`config.mk`:
```
export PLATFORM = sky130hd
export DESIGN_NAME = wme_ram
export DESIGN_NICKNAME = d
export VERILOG_FILES = /design/src/design/wme_ram.sv
export SDC_FILE = /design/constraint.sdc
export NUM_CORES = 1
export LEC_CHECK = 0
export ABC_AREA = 1
export ABC_CLOCK_PERIOD_IN_PS = 1300
export BUFFER_PORTS_ARGS = -buffer_cell sky130_fd_sc_hd__buf_2
export CAP_MARGIN = 5
export CORE_MARGIN = 10
export CORE_UTILIZATION = 45
export CTS_CLUSTER_DIAMETER = 150
export CTS_CLUSTER_SIZE = 24
export DETAILED_ROUTE_END_ITERATION = 7
export PLACE_DENSITY = 0.62
export SLEW_MARGIN = 20
export SYNTH_ARGS = -nofsm -noshare
export SYNTH_HDL_FRONTEND = slang
export SYNTH_SLANG_ARGS = --single-unit
```
`constraint.sdc`:
```
create_clock -name clk -period 1.3 [get_ports clk]
set_input_delay 0.26 -clock clk [delete_from_list [all_inputs] [get_ports clk]]
set_output_delay 0.26 -clock clk [all_outputs]
set_load 0.02 [all_outputs]
```
`src/design/wme_ram.sv`:
```
`timescale 1ns / 1ps
// ----------------------------------------------------------------------------
// wme_ram
// Simple dual-port RAM, one write and one registered read port.
// ----------------------------------------------------------------------------
module wme_ram #(
    parameter int WIDTH = 8,
    parameter int DEPTH = 16,
    localparam int AW   = (DEPTH > 1) ? $clog2(DEPTH) : 1
) (
    input  logic             clk,
    input  logic             we,
    input  logic [AW-1:0]    waddr,
    input  logic [WIDTH-1:0] wdata,
    input  logic [AW-1:0]    raddr,
    output logic [WIDTH-1:0] rdata
);

    logic [WIDTH-1:0] mem [DEPTH];

    always_ff @(posedge clk)
    begin
        if (we)
        begin
            mem[waddr] <= wdata;
        end
        rdata <= mem[raddr];
    end

endmodule

```
# ---- Word-level counts from Yosys, hierarchy flattened
# Memories as Yosys holds them, arrays and structs flattened. A register that Yosys moved wholly into a read port is not among the register bits.
# Cells that the tools add are included.
dict set report op_classes {
  muxes 2
}
# op count
set op_table {}
lappend op_table {{1-bit two-way mux} 2}
dict set report word_totals {
  mem_count 1
  ram_bits 128
  output_inout_bits 8
  word_cells 3
  register_bits 0
}
# name words word_bits read_ports rd_ports_with_merged_regs write_ports line
set memory_table {}
lappend memory_table {mem 16 8 1 1 1 19} ;# logic [WIDTH-1:0] mem [DEPTH];

# ---- Logic depth before layout (Yosys ltp)
# Gate-level depths: netlist of the first run.
dict set report logic_depth {
  depth_word 2
  ltp_mapped 8
  mapped_depth_nobuf 7
}

# ---- Worst setup path before layout of the first run
# OpenSTA, ideal clock, no wires.
dict set report synth_timing {
  path_kind {input-to-reg}
  start {input waddr[3]}
  end {memory mem[4][0] (enable)}
  path_buffers 0
  path_slack_ps 89
  required_ps 930
  setup_ps 370
  arrival_time_ps 841
  cell_stages 2
  cell_sequence {nand3b_1 nor2_1}
}
# element line
set synth_lines {}
lappend synth_lines {{start, declared} 13} ;# input logic [AW-1:0] waddr,
lappend synth_lines {{end, declared} 19}
# Straight into the memory's write port.

# ---- Final worst setup path of the first run
dict set report layout_timing {
  start {register rdata[2] (read register of mem)}
  end {output rdata[2]}
}
# element line
set layout_lines {}
lappend layout_lines {{start, declared} 16} ;# output logic [WIDTH-1:0] rdata
# No word-level cell between the ends.

==> run summary, run 1 <==
=====================================================================================================
Result of the run                                                                        complete, no violations
Largest fanout on the critical path                                                                 1
Wire length of the first global-routing pass                                             20620 microns
Area of all placed cells without fillers                                                   6818 sq um
TNS Setup                                                                                        0 ns
Width of the die                                                                         133.2 microns
Violation count after the first detailed-routing iteration                                        420
Total via count after detailed routing                                                           3812
Unrepaired setup endpoints after global routing                                                 false
Hold buffers post-CTS                                                                               0
Multiplexer share of the synthesized area                                                          0%
Pin slew with the least headroom to its limit                                               0.3513 ns
Uppermost layer routed                                                                           met4
Final period demand of the worst path                                                        1.245 ns
Parity-gate share of the synthesized area counting xor and xnor cells                              0%
FF/Latch Area                                                                              4004 sq um
Critical Setup Path Class                                                                     reg2out
PortBufs                                                                                           25
Data required time at the worst endpoint                                                      1.04 ns
Initial antenna violation count                                                                     0
Area of the core                                                                          12570 sq um
Routed length on met1                                                                    5886 microns
Row count                                                                                          41
Clock tree sinks                                                                                  136
Final Hold Vio Count                                                                                0
Vias per cell                                                                                   4.856
Layout cell share with drive strength beyond 1                                                 13.87%
Fraction of synthesized cell area taken by the top area cell type                              66.65%
Fill cell count                                                                                  1071
WP buf/inv                                                                                          1
Mean routed wirelength per cell                                                          16.40 microns
Final-report setup violation count                                                                  0
Final clock period utilization by the worst path                                               95.77%
Most common cell after layout, fill and taps aside                                       sky130_fd_sc_hd__nand2_1
Number of gates given a new drive strength after cts                                                0
Multi-input gate area                                                                      1214 sq um
Syn_nets                                                                                          569
Hold Path Depth                                                                                     3
Leftover overflow at the end of global routing                                                      0
Final wirelength                                                                         12880 microns
Cell leakage power                                                                        0.002982 uW
Pin count of the biggest net entering global routing                                               65
Area fraction in and, or, nand and nor cells after synthesis                                   21.05%
Average footprint of a synthesized cell                                                   10.47 sq um
DRT Pass-1 Iters                                                                                    5
Area enclosed by the die boundary                                                         17740 sq um
Peak Freq                                                                                  0.8032 GHz
Share of the synthesized area in compound gates (AO/OA/AOI/OAI)                                    0%
Area grow syn2layout                                                                           18.23%
Overall routing resource usage                                                                 15.07%
Detailed route wirelength on metal3                                                       589 microns
Worst-path cell chain                                                                           buf_2
Worst endpoint data arrival time                                                              0.99 ns
Post-CTS setup repair buffer count                                                                  0
CTS H-tree depth                                                                                    4
Kind of path behind the tightest hold check                                                    in2reg
Max_cap viols                                                                                       0
Cell with the largest stage delay on the worst path                                      sky130_fd_sc_hd__dfxtp_1
Detailed Place HPWL                                                                      8448 microns
Kind of cell adding the most delay to the critical path                                    flip-flops
Slew Limit Fails                                                                                    0
Clock Root Buffer                                                                        sky130_fd_sc_hd__clkbuf_16
Commonest cells after routing, fill and taps aside                                       173 x sky130_fd_sc_hd__nand2_1, 128 x sky130_fd_sc_hd__edfxtp_1, 100 x sky130_fd_sc_hd__inv_1, 97 x sky130_fd_sc_hd__nand3_1, 25 x sky130_fd_sc_hd__buf_2
Last weighted congestion value of the routability-driven placer                                0.7986
CP peak stage delay                                                                           0.37 ns
Skew-Pair Late Insertion Delay                                                                0.42 ns
N_diodes                                                                                            0
Sequential cell area fraction in the yosys report                                              69.43%
Count of nets after finishing                                                                     618
Post-synthesis share of cell area spent on full adders, half adders and majority gates             0%
DIE HEIGHT                                                                               133.2 microns
Met2 Wirelength                                                                          6121 microns
Critical Path Sink Type                                                                    output pin
Max-Slew Margin vs Limit                                                                       76.58%
CTS tree                                                                                          yes
Unique masters post-synth                                                                          12
Largest vdd supply drop                                                                     0.6886 mV
Initial standard-cell utilization of the core                                                  45.88%
Maximum clock skew at final layout                                                         0.01016 ns
I/O pin count                                                                                      26
Post-Synthesis Cells                                                                              551
Number of buffers inserted during clock tree synthesis                                             17
Maximum count of clock buffers along a single path                                                  2
Via count of the first global-routing pass                                                       3854
DRC errors left                                                                                     0
Ratio of total power to cell area                                                        1507 nW/um^2
Total stage count of the critical path                                                              1
Number of synthesis warnings                                                                        0
Clock slew at reported path FFs                                                               0.05 ns
Placed instance area                                                                       6233 sq um
Kind of start point of the critical path                                                         flop
FF-to-FF path depth                                                                                 6
Netlist area before placement                                                              5767 sq um
FF+latch count, synth                                                                             136
Synth area leader                                                                        sky130_fd_sc_hd__edfxtp_1
Largest family of logic cells by synthesized area                                        simple AND/OR/NAND/NOR gates
Top cells by area, synth                                                                 sky130_fd_sc_hd__edfxtp_1 67%, sky130_fd_sc_hd__nand2_1 11%, sky130_fd_sc_hd__nand3_1 8.4%, sky130_fd_sc_hd__inv_1 6.5%, sky130_fd_sc_hd__dfxtp_1 2.8%
Number of routed nets with antenna violations                                                       0
=====================================================================================================
-- power breakdown --
part	total [uW]	leakage, uW	switching [uW]	internal (uW)
registers	4940	0.00122	32.7	4900
logic	650	0.00147	440	210
clock network	4690	0.000290	1690	3000
-- sequential cells by signal (all words and copies together) (netlist names) --
| signal | cells |
|---|---|
| mem | 128 |
| rdata | 8 |
-- through the flow --
stage / hold slack (ns) / utilization [%] / setup WS (ns) / total power [uW] / instances
global route: 0.2137 / 54.25 / 0.03136 / 10610 / 785
detailed placement: 0.6487 / 49.60 / -0.0005294 / 5682 / 753
finish: 0.2099 / 54.25 / 0.05498 / 10270 / 785
floorplan: 0.3589 / - / 0.08916 / 5398 / 551
global placement: 0.6392 / 49.60 / 0.01039 / 5668 / 753
CTS: 0.2091 / 54.25 / 0.03292 / 10320 / 785
-- cell usage after synthesis --
cell / n
sky130_fd_sc_hd__buf_6: 6
sky130_fd_sc_hd__nor2_1: 17
sky130_fd_sc_hd__nand3_1: 97
sky130_fd_sc_hd__edfxtp_1: 128
sky130_fd_sc_hd__buf_2: 13
sky130_fd_sc_hd__buf_1: 1
sky130_fd_sc_hd__inv_1: 100
sky130_fd_sc_hd__buf_4: 4
sky130_fd_sc_hd__dfxtp_1: 8
sky130_fd_sc_hd__nand2_1: 173
sky130_fd_sc_hd__inv_2: 2
sky130_fd_sc_hd__nand3b_1: 2
-- area by class of cell --
class,instances,share of cell area [%]
flip-flops and latches,136,58.73
multi-input cells,289,17.80
clock buffers,23,7.157
repair buffers,54,6.130
inverters,102,5.616
well taps,172,3.157
clock inverters,9,1.413
-- cells by family (layout without fill, tap and decap cells) --
family / Yosys count / after routing
AND/OR/NAND/NOR: 289 / 289
flip-flops: 136 / 136
buffers and inverters: 126 / 188
-- worst paths after layout --
check	start	endpoint	slack, ns
setup / recovery	rdata[2]	rdata[2]	0.05
hold / removal	raddr[3]	rdata[6]	0.21
setup reg to reg	mem[7][5]	rdata[5]	0.31
hold reg to reg	mem[11][6]	rdata[6]	0.68
-- routing by layer --
layer  up-vias  track usage [%]
met3        21            3.722
met5         -                0
met1      1803            19.18
met2       120            23.88
li1       1868                -
met4         0            6.711
(Power assumes the default switching activity.)
==> inputs of run 2 (changes only) <==
Settings changed: ABC_CLOCK_PERIOD_IN_PS 1300 to 1100, CORE_ASPECT_RATIO set to 1.1, SLEW_MARGIN 20 to not set.
Clock period 1.3 ns to 1.1 ns, I/O delays scaled along.
==> run summary, run 2 (synthesis gave the netlist of run 1 again) <==
==============================================================================
Kind of start point of the critical path                                  flop   unchanged
Number of buffers inserted during clock tree synthesis                      17   unchanged
PortBufs                                                                    25   unchanged
Width of the die                                                  127.9 microns   was 133.2 microns
Reg2Reg Launch Point                                                 mem[1][0]   was mem[7][5]
Count of nets after finishing                                              620   was 618
Skew-Pair Late Insertion Delay                                         0.41 ns   was 0.42 ns
Final Hold Vio Count                                                         0   unchanged
Cell with the largest stage delay on the worst path               sky130_fd_sc_hd__dfxtp_2   was sky130_fd_sc_hd__dfxtp_1
Data required time at the worst endpoint                               0.88 ns   was 1.04 ns
Violation count after the first detailed-routing iteration                 336   was 420
Post-CTS setup repair buffer count                                           0   unchanged
DIE HEIGHT                                                        138.7 microns   was 133.2 microns
Pin slew with the least headroom to its limit                        0.3716 ns   was 0.3513 ns
Number of routed nets with antenna violations                                0   unchanged
Minimum setup slack in the final design                            0.005489 ns   was 0.05498 ns
I/O pin count                                                               26   unchanged
DRC errors left                                                              0   unchanged
Maximum count of clock buffers along a single path                           2   unchanged
Pin count of the biggest net entering global routing                        65   unchanged
Number of flip-flops under the largest register name                       128   unchanged
Dpl ws                                                              -0.2060 ns   was -0.0005294 ns
Overall routing resource usage                                          15.05%   was 15.07%
Final period demand of the worst path                                 1.095 ns
Via count of the first global-routing pass                                3841   was 3854
Area of the core                                                   12590 sq um   was 12570 sq um
Final-report setup violation count                                           0   unchanged
Kind of path behind the tightest hold check                             in2reg   unchanged
Area enclosed by the die boundary                                  17750 sq um   was 17740 sq um
Wire length of the first global-routing pass                      20530 microns   was 20620 microns
Maximum clock skew at final layout                                 0.007060 ns   was 0.01016 ns
Clock slew at reported path FFs                                        0.06 ns   was 0.05 ns
Final wirelength                                                  12730 microns   was 12880 microns
Leftover overflow at the end of global routing                               0   unchanged
Worst-path cell chain                                                    buf_6   was buf_2
Clock tree sinks                                                           136   unchanged
Top Registers                                                     mem (128), rdata (8)   unchanged
Final clock period utilization by the worst path                        99.50%
Row count                                                                   43   was 41
Max-Slew Margin vs Limit                                                75.23%   was 76.58%
Largest vdd supply drop                                               1.109 mV   was 0.6886 mV
Final cell utilization of the core                                      55.49%   was 54.25%
WP buf/inv                                                                   1   unchanged
Ratio of total power to cell area                                 1795 nW/um^2   was 1507 nW/um^2
Most common cell after layout, fill and taps aside                sky130_fd_sc_hd__nand2_1   unchanged
Max_cap viols                                                                0   unchanged
Vias per cell                                                            4.949   was 4.856
Kind of cell adding the most delay to the critical path             flip-flops   unchanged
Area grow syn2layout                                                    21.13%   was 18.23%
Launching element of the worst setup path                             rdata[2]   unchanged
Layout cell share with drive strength beyond 1                          16.42%   was 13.87%
Critical Setup Path Class                                              reg2out   unchanged
Worst endpoint data arrival time                                       0.87 ns   was 0.99 ns
Slew Limit Fails                                                             0   unchanged
Critical Path Sink Type                                             output pin   unchanged
Most flops, register                                                       mem   unchanged
Total via count after detailed routing                                    3821   was 3812
Detailed Place HPWL                                               8265 microns   was 8448 microns
Cell leakage power                                                 0.003042 uW   was 0.002982 uW
Fill cell count                                                           1053   was 1071
Result of the run                                                 complete, no violations   unchanged
Mean routed wirelength per cell                                   16.49 microns   was 16.40 microns
Last weighted congestion value of the routability-driven placer         0.8159   was 0.7986
Peak Freq                                                           0.9137 GHz
TNS Setup                                                                 0 ns   unchanged
CTS H-tree depth                                                             4   unchanged
N_diodes                                                                     0   unchanged
Critical hold path startpoint                                         wdata[7]   was raddr[3]
Unrepaired setup endpoints after global routing                           true   was false
CP peak stage delay                                                    0.35 ns   was 0.37 ns
Initial standard-cell utilization of the core                           45.81%   was 45.88%
Initial antenna violation count                                              0   unchanged
Clock Root Buffer                                                 sky130_fd_sc_hd__clkbuf_16   unchanged
CTS tree                                                                   yes   unchanged
Commonest cells after routing, fill and taps aside                173 x sky130_fd_sc_hd__nand2_1, 128 x sky130_fd_sc_hd__edfxtp_1, 100 x sky130_fd_sc_hd__inv_1, 96 x sky130_fd_sc_hd__nand3_1   was 173 x sky130_fd_sc_hd__nand2_1, 128 x sky130_fd_sc_hd__edfxtp_1, 100 x sky130_fd_sc_hd__inv_1, 97 x sky130_fd_sc_hd__nand3_1, 25 x sky130_fd_sc_hd__buf_2
Largest fanout on the critical path                                          1   unchanged
DRT Pass-1 Iters                                                             5   unchanged
==============================================================================
run 2: worst register-to-register path, cell delays in order (launching register included):
cell and delay, ns:
sky130_fd_sc_hd__edfxtp_1 0.35, sky130_fd_sc_hd__inv_1 0.06, sky130_fd_sc_hd__nand2_1 0.04, sky130_fd_sc_hd__nand3_1 0.13, sky130_fd_sc_hd__nand3_1 0.14, sky130_fd_sc_hd__nand3_2 0.11
sky130_fd_sc_hd__nand2_1 0.06
run 2: cell type report:
| class | instances | area (sq um) | share of cell area (%) |
|---|---|---|---|
| Sequential cell | 136 | 4011 | 57.42 |
| Multi-Input combinational cell | 289 | 1231 | 17.62 |
| Clock buffer | 24 | 568.0 | 8.132 |
| Timing Repair Buffer | 56 | 520.5 | 7.451 |
| Inverter | 102 | 382.9 | 5.481 |
| Tap cell | 157 | 196.4 | 2.812 |
| Clock inverter | 8 | 75.07 | 1.075 |
run 2: what timing repair did:
action | 4_1_cts | 5_1_grt
hold buffers | 0 | 0
hold endpoints to repair | 0 | 0
endpoints found under the setup margin | 5 | 8
resized for setup | 10 | 13
run 2: final timing paths:
kind | to | slack, ns | cells past startpoint
min | mem[2][7] | 0.21 | 1
min reg2reg | rdata[6] | 0.67 | 6
max reg2reg | rdata[0] | 0.11 | 6
max | rdata[2] | 0.005 | 1
run 2: power breakdown:
part	switching (uW)	internal, uW
Combinational	535	290
Sequential	38.2	5800
Clock	2040	3840
run 2: routing by layer:
metal  vias up  wire length, microns  GRT usage, %
li1       1876                     -             -
met1      1832                  5577         18.27
met2       102                  6360         24.72
met3        11                   638         4.742
met4         0                   153         4.864
met5         -                     0             0
run 2: through the flow:
step / power [uW] / instance area [sq um] / instances / hold WS [ns]
after floorplan: 6383 / 5779 / 551 / 0.3189
after global placement: 6710 / 6280 / 740 / 0.6315
after detailed placement: 6722 / 6280 / 740 / 0.6371
after CTS: 12570 / 6949 / 772 / 0.2066
after global routing: 12940 / 6985 / 772 / 0.2114
final: 12540 / 6985 / 772 / 0.2149
==> inputs of run 3 (changes only) <==
Settings changed: ABC_CLOCK_PERIOD_IN_PS 1100 to 1200, PLACE_DENSITY 0.62 to not set, PLACE_DENSITY_LB_ADDON set to 0.05.
Clock period 1.1 ns to 1.2 ns, I/O delays scaled along.
==> run summary, run 3 (synthesis gave the netlist of run 1 again) <==
==============================================================================
Width of the die                                                  127.9 microns   unchanged
Hold slack                                                           0.2364 ns   was 0.2149 ns
Switching portion of total power                                        21.73%   was 20.83%
Cell internal pwr                                                      8555 uW   was 9929 uW
Worst endpoint data arrival time                                       0.92 ns   was 0.87 ns
Unrepaired setup endpoints after global routing                          false   was true
Row count                                                                   43   unchanged
Most common cell after layout, fill and taps aside                sky130_fd_sc_hd__nand2_1   unchanged
Final wirelength                                                  13760 microns   was 12730 microns
Area of the core                                                   12590 sq um   unchanged
Pin slew with the least headroom to its limit                        0.3992 ns   was 0.3716 ns
Last weighted congestion value of the routability-driven placer         0.8191   was 0.8159
PortBufs                                                                    25   unchanged
Met2 Resource Use GR                                                    25.93%   was 24.72%
Critical Path Sink Type                                             output pin   unchanged
DIE HEIGHT                                                        138.7 microns   unchanged
Leftover overflow at the end of global routing                               0   unchanged
Count of nets after finishing                                              625   was 620
Area grow syn2layout                                                    18.03%   was 21.13%
Final Hold Vio Count                                                         0   unchanged
Most flops, register                                                       mem   unchanged
Combinational group share of total power                                  6.8%   was 6.6%
Minimum setup slack in the final design                             0.03833 ns   was 0.005489 ns
Post-CTS setup repair buffer count                                           0   unchanged
Top Registers                                                     mem (128), rdata (8)   unchanged
Kind of cell adding the most delay to the critical path             flip-flops   unchanged
Peak Freq                                                           0.8608 GHz
TNS Setup                                                                 0 ns   unchanged
Kind of start point of the critical path                                  flop   unchanged
FF/Latch Area                                                       4005 sq um   was 4011 sq um
Final cell utilization of the core                                      54.06%   was 55.49%
Overall routing resource usage                                          16.18%   was 15.05%
DRT Pass-1 Iters                                                             5   unchanged
Launching element of the worst setup path                             rdata[7]   was rdata[2]
Critical Setup Path Class                                              reg2out   unchanged
Clock slew at reported path FFs                                        0.06 ns   about the same
Number of buffers inserted during clock tree synthesis                      17   unchanged
Maximum count of clock buffers along a single path                           2   unchanged
Mean routed wirelength per cell                                   17.70 microns   was 16.49 microns
Result of the run                                                 complete, no violations   unchanged
Initial antenna violation count                                              0   unchanged
Multi-input gate area                                               1214 sq um   was 1231 sq um
WP buf/inv                                                                   1   unchanged
Skew-Pair Late Insertion Delay                                         0.42 ns   was 0.41 ns
Violation count after the first detailed-routing iteration                 254   was 336
Final period demand of the worst path                                 1.162 ns
CTS tree                                                                   yes   unchanged
Final-report setup violation count                                           0   unchanged
Hold buffers post-CTS                                                        0   unchanged
Layout cell share with drive strength beyond 1                          14.19%   was 16.42%
Data required time at the worst endpoint                               0.96 ns   was 0.88 ns
Sequential fraction of design power                                      48.9%   was 46.5%
M3 GR Usage                                                             4.436%   was 4.742%
Vias per cell                                                            4.892   was 4.949
Number of routed nets with antenna violations                                0   unchanged
Dpl ws                                                              -0.1882 ns   was -0.2060 ns
Commonest cells after routing, fill and taps aside                173 x sky130_fd_sc_hd__nand2_1, 128 x sky130_fd_sc_hd__edfxtp_1, 100 x sky130_fd_sc_hd__inv_1, 97 x sky130_fd_sc_hd__nand3_1, 33 x sky130_fd_sc_hd__buf_4   was 173 x sky130_fd_sc_hd__nand2_1, 128 x sky130_fd_sc_hd__edfxtp_1, 100 x sky130_fd_sc_hd__inv_1, 96 x sky130_fd_sc_hd__nand3_1
Reg2Reg Launch Point                                                mem[13][7]   was mem[1][0]
Worst-path cell chain                                                    buf_4   was buf_6
Cell with the largest stage delay on the worst path               sky130_fd_sc_hd__dfxtp_2   unchanged
CP peak stage delay                                                    0.35 ns   about the same
Maximum clock skew at final layout                                 0.006703 ns   was 0.007060 ns
Largest fanout on the critical path                                          1   unchanged
DRC errors left                                                              0   unchanged
Slew Limit Fails                                                             0   unchanged
Ratio of total power to cell area                                 1606 nW/um^2   was 1795 nW/um^2
Area enclosed by the die boundary                                  17750 sq um   unchanged
Cell leakage power                                                 0.002984 uW   was 0.003042 uW
Final clock period utilization by the worst path                        96.81%
Placed instance area                                                6255 sq um   was 6280 sq um
CTS H-tree depth                                                             4   unchanged
Critical hold path startpoint                                         wdata[1]   was wdata[7]
Area of all placed cells without fillers                            6807 sq um   was 6985 sq um
Kind of path behind the tightest hold check                             in2reg   unchanged
Initial standard-cell utilization of the core                           45.81%   unchanged
Wire length of the first global-routing pass                      21260 microns   was 20530 microns
N_diodes                                                                     0   unchanged
I/O pin count                                                               26   unchanged
Total via count after detailed routing                                    3801   was 3821
Fill cell count                                                           1126   was 1053
Number of flip-flops under the largest register name                       128   unchanged
Pin count of the biggest net entering global routing                        33   was 65
Via count of the first global-routing pass                                3892   was 3841
Global routing met1 resource utilization                                20.25%   was 18.27%
Clock tree sinks                                                           136   unchanged
Clock Root Buffer                                                 sky130_fd_sc_hd__clkbuf_16   unchanged
Power share of the clock group                                           44.3%   was 46.9%
Largest vdd supply drop                                              0.8187 mV   was 1.109 mV
Switching power total                                                  2375 uW   was 2613 uW
Max_cap viols                                                                0   unchanged
Max-Slew Margin vs Limit                                                73.39%   was 75.23%
Detailed Place HPWL                                               8788 microns   was 8265 microns
Most crowded layer after global routing                                   met2   unchanged
==============================================================================
## run 3: per-stage QoR
stage / total power (uW) / instances
final: 10930 / 777
after global routing: 11290 / 777
after CTS: 11000 / 777
after detailed placement: 6195 / 745
after global placement: 6188 / 745
after floorplan: 5848 / 551
## run 3: final cells by class
| class | count | share of cell area, % |
|---|---|---|
| well taps | 157 | 2.886 |
| flip-flops and latches | 136 | 58.84 |
| clock inverters | 12 | 1.599 |
| inverters | 102 | 5.625 |
| repair buffers | 61 | 6.801 |
| clock buffers | 20 | 6.415 |
| multi-input cells | 289 | 17.83 |
## run 3: final timing paths
kind / cells past startpoint / endpoint / slack, ns
hold / removal: 1 / mem[11][1] / 0.24
setup reg to reg: 6 / rdata[7] / 0.18
setup / recovery: 1 / rdata[7] / 0.04
hold reg to reg: 6 / rdata[4] / 0.68
## run 3: what timing repair did
item / 4_1_cts / 5_1_grt
endpoints found under the hold margin: 0 / 0
endpoints found under the setup margin: 1 / 1
gates resized for setup: 2 / 1
## run 3: per-layer routing
layer / share of wire (%) / vias up
li1: - / 1888
met1: 45 / 1823
met2: 49 / 75
met3: 4.7 / 15
met4: 1.3 / 0
met5: 0 / -
## run 3: power groups by stage
stage          clock, uW  combinational, uW  sequential [uW]
6_report            4840                743             5350
5_1_grt             5110                827             5350
4_1_cts             4900                757             5350
3_5_place_dp           0                751             5440
3_3_place_gp           0                746             5440
2_1_floorplan          0                375             5470
